[src/rtl/ket_pkg.sv]
// ----------------------------------------------------------------------------
// ket_pkg
// Shared codes and types for the keyed entry table: opcodes, status codes,
// controller states, cell commands and the scan token flags.
// ----------------------------------------------------------------------------
`default_nettype none

package ket_pkg;

    localparam logic [2:0] OP_ADD    = 3'd0;
    localparam logic [2:0] OP_DELETE = 3'd1;
    localparam logic [2:0] OP_GET    = 3'd2;
    localparam logic [2:0] OP_UPDATE = 3'd3;
    localparam logic [2:0] OP_CLEAR  = 3'd4;

    localparam logic [2:0] STATUS_OK      = 3'd0;
    localparam logic [2:0] STATUS_FULL    = 3'd1;
    localparam logic [2:0] STATUS_DUP     = 3'd2;
    localparam logic [2:0] STATUS_MISSING = 3'd3;
    localparam logic [2:0] STATUS_COLLIDE = 3'd4;

    typedef enum logic [1:0] {
        ST_IDLE,
        ST_SCAN,
        ST_DONE
    } ket_state_t;

    typedef enum logic [1:0] {
        CMD_NONE,
        CMD_WRITE,
        CMD_SHIFT
    } ket_cmd_op_t;

    // Flags that ride along with the scan token from cell to cell.
    typedef struct packed {
        logic valid;
        logic hit_key;
        logic hit_new_key;
    } ket_flags_t;

endpackage

`default_nettype wire

[src/rtl/ket_cell.sv]
// ----------------------------------------------------------------------------
// ket_cell
// One table slot: holds a key and a value, checks the passing scan token
// against the broadcast keys and hands the token on; takes writes and
// shift-down moves from its upper neighbor.
// ----------------------------------------------------------------------------
`default_nettype none

module ket_cell
    import ket_pkg::*;
#(
    parameter int IDX        = 0,
    parameter int DEPTH      = 32,
    parameter int VALUE_BITS = 64
) (
    input  wire                     aclk,
    input  wire                     aresetn,
    input  wire [$clog2(DEPTH+1)-1:0] fill_count,
    input  wire [31:0]              q_key,
    input  wire [31:0]              q_new_key,
    input  ket_flags_t              tok_in_flags,
    input  wire [((DEPTH > 1) ? $clog2(DEPTH) : 1)-1:0] tok_in_idx,
    input  wire [VALUE_BITS-1:0]    tok_in_val,
    output ket_flags_t              tok_out_flags,
    output wire [((DEPTH > 1) ? $clog2(DEPTH) : 1)-1:0] tok_out_idx,
    output wire [VALUE_BITS-1:0]    tok_out_val,
    input  ket_cmd_op_t             cmd_op,
    input  wire [((DEPTH > 1) ? $clog2(DEPTH) : 1)-1:0] cmd_idx,
    input  wire [31:0]              cmd_key,
    input  wire [VALUE_BITS-1:0]    cmd_val,
    input  wire [31:0]              nbr_key,
    input  wire [VALUE_BITS-1:0]    nbr_val,
    output wire [31:0]              key_out,
    output wire [VALUE_BITS-1:0]    val_out
);

    localparam int IW = (DEPTH > 1) ? $clog2(DEPTH) : 1;
    localparam int CW = $clog2(DEPTH + 1);
    localparam logic [IW-1:0] MY_IDX = IW'(IDX);
    localparam logic [CW-1:0] MY_POS = CW'(IDX);

    logic [31:0]           key_reg,  key_next;
    logic [VALUE_BITS-1:0] val_reg,  val_next;
    ket_flags_t            flags_reg, flags_next;
    logic [IW-1:0]         idx_reg,  idx_next;
    logic [VALUE_BITS-1:0] hval_reg, hval_next;

    logic occupied;
    logic hit_k;
    logic hit_n;

    assign occupied = (MY_POS < fill_count);
    assign hit_k    = tok_in_flags.valid && occupied && (key_reg == q_key);
    assign hit_n    = tok_in_flags.valid && occupied && (key_reg == q_new_key);

    always_comb begin
        flags_next.valid       = tok_in_flags.valid;
        flags_next.hit_key     = tok_in_flags.hit_key | hit_k;
        flags_next.hit_new_key = tok_in_flags.hit_new_key | hit_n;
        idx_next  = hit_k ? MY_IDX  : tok_in_idx;
        hval_next = hit_k ? val_reg : tok_in_val;
    end

    always_comb begin
        key_next = key_reg;
        val_next = val_reg;
        case (cmd_op)
            CMD_WRITE: begin
                if (cmd_idx == MY_IDX) begin
                    key_next = cmd_key;
                    val_next = cmd_val;
                end
            end
            CMD_SHIFT: begin
                if (MY_IDX >= cmd_idx) begin
                    key_next = nbr_key;
                    val_next = nbr_val;
                end
            end
            default: begin
            end
        endcase
    end

    always_ff @(posedge aclk) begin
        if (!aresetn) begin
            flags_reg <= '0;
        end else begin
            flags_reg <= flags_next;
        end
    end

    always_ff @(posedge aclk) begin
        key_reg  <= key_next;
        val_reg  <= val_next;
        idx_reg  <= idx_next;
        hval_reg <= hval_next;
    end

    assign tok_out_flags = flags_reg;
    assign tok_out_idx   = idx_reg;
    assign tok_out_val   = hval_reg;
    assign key_out       = key_reg;
    assign val_out       = val_reg;

endmodule

`default_nettype wire

[config.mk]
export PLATFORM = sky130hd
export DESIGN_NAME = ket_cell
export DESIGN_NICKNAME = d
export VERILOG_FILES = /design/src/rtl/ket_pkg.sv /design/src/rtl/ket_cell.sv
export SDC_FILE = /design/constraint.sdc
export NUM_CORES = 1
export LEC_CHECK = 0
export BUFFER_PORTS_ARGS = -buffer_cell sky130_fd_sc_hd__buf_2
export CAP_MARGIN = 40
export CELL_PAD_IN_SITES_DETAIL_PLACEMENT = 0
export CELL_PAD_IN_SITES_GLOBAL_PLACEMENT = 1
export CORE_AREA = 10 10 192 194
export DETAILED_ROUTE_END_ITERATION = 8
export DIE_AREA = 0 0 202 204
export PLACE_DENSITY_LB_ADDON = 0.1
export SLEW_MARGIN = 0
export SYNTH_ARGS = -nofsm -noshare
export SYNTH_HDL_FRONTEND = slang
export SYNTH_SLANG_ARGS = --single-unit
[constraint.sdc]
create_clock -name aclk -period 15.18 [get_ports aclk]
set_input_delay 0.759 -clock aclk [delete_from_list [all_inputs] [get_ports aclk]]
set_output_delay 0.759 -clock aclk [all_outputs]
set_load 0.02 [all_outputs]
==> results.yml <==
outcome:
  result_of_the_run: "finished clean"
timing:
  setup_viol_count_final: 0
  clock-skew-final_ps: 9.55
  slew_headroom_pct: 45.6
  timing.final.crit_period_ps: 3040
  tightestPinTransition_ps: 815
  max_freq_mhz: 329
  hold_viol_final: 0
  rsz0062_at_grt: "no"
  finalMaxSlewViolations: 0
  finalSetupTns_ps: 0
  final.period_utilization_pct: 20.0
finish:
  final_cell_mix: "sky130_fd_sc_hd__buf_2, sky130_fd_sc_hd__mux2_2, sky130_fd_sc_hd__edfxtp_1"
  num-nets-final: 1313
  layout-drive-gt1-share_pct: 72.3
  layout_commonest_cell: "sky130_fd_sc_hd__buf_2"
  syn_to_final_growth_pct: 49.9
  finalNonFillerCells: 1434
routing:
  antenna_violation_net_count_after_detailed_routing: 0
  post_route_drc_violation_count: 0
  detailed_route_vias_per_instance: 3.88
  drt_iter0_markers: 148
  overall_via_count_from_detail_route: 5567
  drt_first_pass_iters: 4
  routedWlPerCell_um: 21.6
  drt_wl_total_um: 30900
placement:
  dpl.cell_count: 1397
  dp_hpwl_um: 25800
  portBuffers: 510
  gp_congestion: 0.763
setup_path:
  timing.critical_path.from_type: "flip-flop"
  rr_startpoint: "key_out[11]"
  crit_fanout: 40
  r2r.worst_path.cells: 7
  timing.rr.end: "tok_out_val[19]"
  crit_chain: "xnor2_1, nand4_1, nor4_1, nand4_4, buf_4, buf_16, mux2_4"
  endpoint_kind: "flip-flop"
  worst-endpoint-arrival_ps: 3360
  cp_data_required_time_ps: 15500
  path_class: "flip-flop to flip-flop"
  critical_path.slowest_cell: "sky130_fd_sc_hd__edfxtp_1"
  r2r_slack_ps: 12140
  critical-path-max-stage-delay_ps: 510
floorplan:
  die_y_extent_um: 204
  rows: 67
  initial_core_util_pct: 22.1
  core_um2: 33100
  die_area_um2: 41200
  die-width_um: 202
  boundaryPins: 511
clock_network:
  cts_max_path_buffers: 2
  tritoncts_buffer_count: 17
  clock_tree.htree_level_count: 4
  post_cts_resized: 0
  clk_pin_slew_ps: 60
  postCtsSetupBuffers: 0
  clock_tree_from_tritoncts: "yes"
  postCtsHoldBufs: 0
  clk_latency_ps: 430
  cts.sinks: 168
  clock_tree.root_cell: "sky130_fd_sc_hd__clkbuf_16"
power_and_ir_drop:
  power.share.clock_pct: 34.5
  power.static_leakage_nw: 5.05
  power_density_nw_per_um2: 111
  switchingPower_mw: 0.344
  internal_power_mw: 0.878
  vdd.ir_drop.worst_mv: 0.0719
  switching_share_pct: 28.2
  power_frac_comb_pct: 19.6
  seq_power_share_pct: 45.9
yosys:
  ys_seq_elements: 168
  synth.yosys.seq_area_share_pct: 59.1
  synth_nets: 796
  synth.area.top_cells: "sky130_fd_sc_hd__edfxtp_1, sky130_fd_sc_hd__dfxtp_1, sky130_fd_sc_hd__mux2_2"
  yosys.area.top_type: "sky130_fd_sc_hd__edfxtp_1"
  ys_types: 22
  synth.top_cell.area_share_pct: 39.4
  post_synth.cell_area_avg_um2: 16.2
  synthesis.yosys.warnings: 0
  post_synth_inst_count: 451
  syn-cell-area_um2: 7320
worst_hold_path:
  whs_endpoint: "tok_out_val[3]"
  min_path_type: "flip-flop to flip-flop"
  worst_hold_startpoint: "val_out[3]"
  timing.hold.worst_path_depth: 1
global_routing:
  grt_max_degree: 58
  vias_in_the_first_global_route: 6249
  antenna_found_initial: 7
  gr-usage-all-layers_pct: 14.5
  grt_first_pass_wirelength_um: 43400
  globalRoute.totalOverflow: 0
flow_run:
  maxCapViolCount: 0
==> how the worst max path moves through the flow <==
stage | startpoint | endpoint | cells past startpoint
after floorplan | cmd_op[0] | key_out[0] | 7
after global placement | q_key[6] | tok_out_val[16] | 6
after detailed placement | q_key[7] | tok_out_val[19] | 8
after CTS | key_out[11] | tok_out_val[15] | 7
after global routing | key_out[11] | tok_out_val[20] | 7
final | key_out[11] | tok_out_val[19] | 7
==> state kept, by name, indices dropped and copies added, names as in the netlist <==
register,cells
key_out,32
tok_out_flags,3
tok_out_idx,5
tok_out_val,64
val_out,64
==> routing by layer <==
metal  track usage (%)  routed length, um  up-vias
met5                 0                 21        -
li1                  -                  -     2700
met3              5.98               2460       17
met1              14.8              11200     2620
met4              3.79                331        4
met2              26.7              16900      226
==> power groups by stage <==
| stage | registers (mW) | logic [mW] | clock network (mW) |
|---|---|---|---|
| after floorplan | 0.624 | 0.0716 | 0 |
| after global placement | 0.572 | 0.246 | 0 |
| after detailed placement | 0.572 | 0.244 | 0 |
| after CTS | 0.562 | 0.245 | 0.442 |
| after global routing | 0.567 | 0.258 | 0.461 |
| final | 0.561 | 0.240 | 0.421 |
==> area by class of cell <==
type	count	area [um2]
multi-input combinational	262	2890
inverter	3	11.3
timing repair buffer	516	2620
fill	3457	22100
clock inverter	11	97.6
sequential	168	4320
antenna	5	12.5
tap	448	561
clock buffer	21	462
==> stage by stage <==
stage	total power, mW	hold WS, ps	util, %	worst slack, ps	cell area (um2)
after global routing	1.29	495	33.1	12010	11000
final	1.22	493	33.1	12140	11000
after floorplan	0.695	643	-	8790	7320
after detailed placement	0.816	482	31.4	11680	10400
after global placement	0.817	478	31.3	11220	10400
after CTS	1.25	494	33.1	12080	11000
==> cell families (layout without fill, tap and decap cells) <==
| kind of cell | after synthesis | count (layout) | synth area share [%] |
|---|---|---|---|
| other | 0 | 5 | 0 |
| flip-flops | 168 | 168 | 59.1 |
| multiplexers | 160 | 160 | 27.9 |
| AND/OR/NAND/NOR | 32 | 32 | 2.75 |
| XOR/XNOR | 64 | 64 | 7.66 |
| adder cells (fa/ha/maj) | 2 | 2 | 0.342 |
| buffers and inverters | 21 | 551 | 1.79 |
| AO/OA/AOI/OAI | 4 | 4 | 0.479 |
==> synthesized netlist by cell type <==
library cell and n:
sky130_fd_sc_hd__nand4_1 14, sky130_fd_sc_hd__buf_6 7, sky130_fd_sc_hd__a21boi_0 1, sky130_fd_sc_hd__a31oi_1 1, sky130_fd_sc_hd__nor4_1 4, sky130_fd_sc_hd__nor3_1 2
sky130_fd_sc_hd__mux2_2 96, sky130_fd_sc_hd__and2_1 6, sky130_fd_sc_hd__xor2_1 8, sky130_fd_sc_hd__clkbuf_1 11, sky130_fd_sc_hd__nor2_1 2, sky130_fd_sc_hd__inv_1 3
sky130_fd_sc_hd__or4_1 2, sky130_fd_sc_hd__dfxtp_1 72, sky130_fd_sc_hd__o22a_1 1, sky130_fd_sc_hd__nor2b_1 1, sky130_fd_sc_hd__ha_1 2, sky130_fd_sc_hd__mux2_4 64
sky130_fd_sc_hd__xnor2_1 56, sky130_fd_sc_hd__edfxtp_1 96, sky130_fd_sc_hd__nand4_2 1, sky130_fd_sc_hd__o31ai_2 1
==> critical path: cells and delay by family (launching register included) <==
family                 cells  cell delay [ps]
flip-flops                 1              510
XOR/XNOR                   1              280
buffers and inverters      2              650
AND/OR/NAND/NOR            3             1070
multiplexers               1              340
No activity file was read; power rests on OpenSTA's default activity.
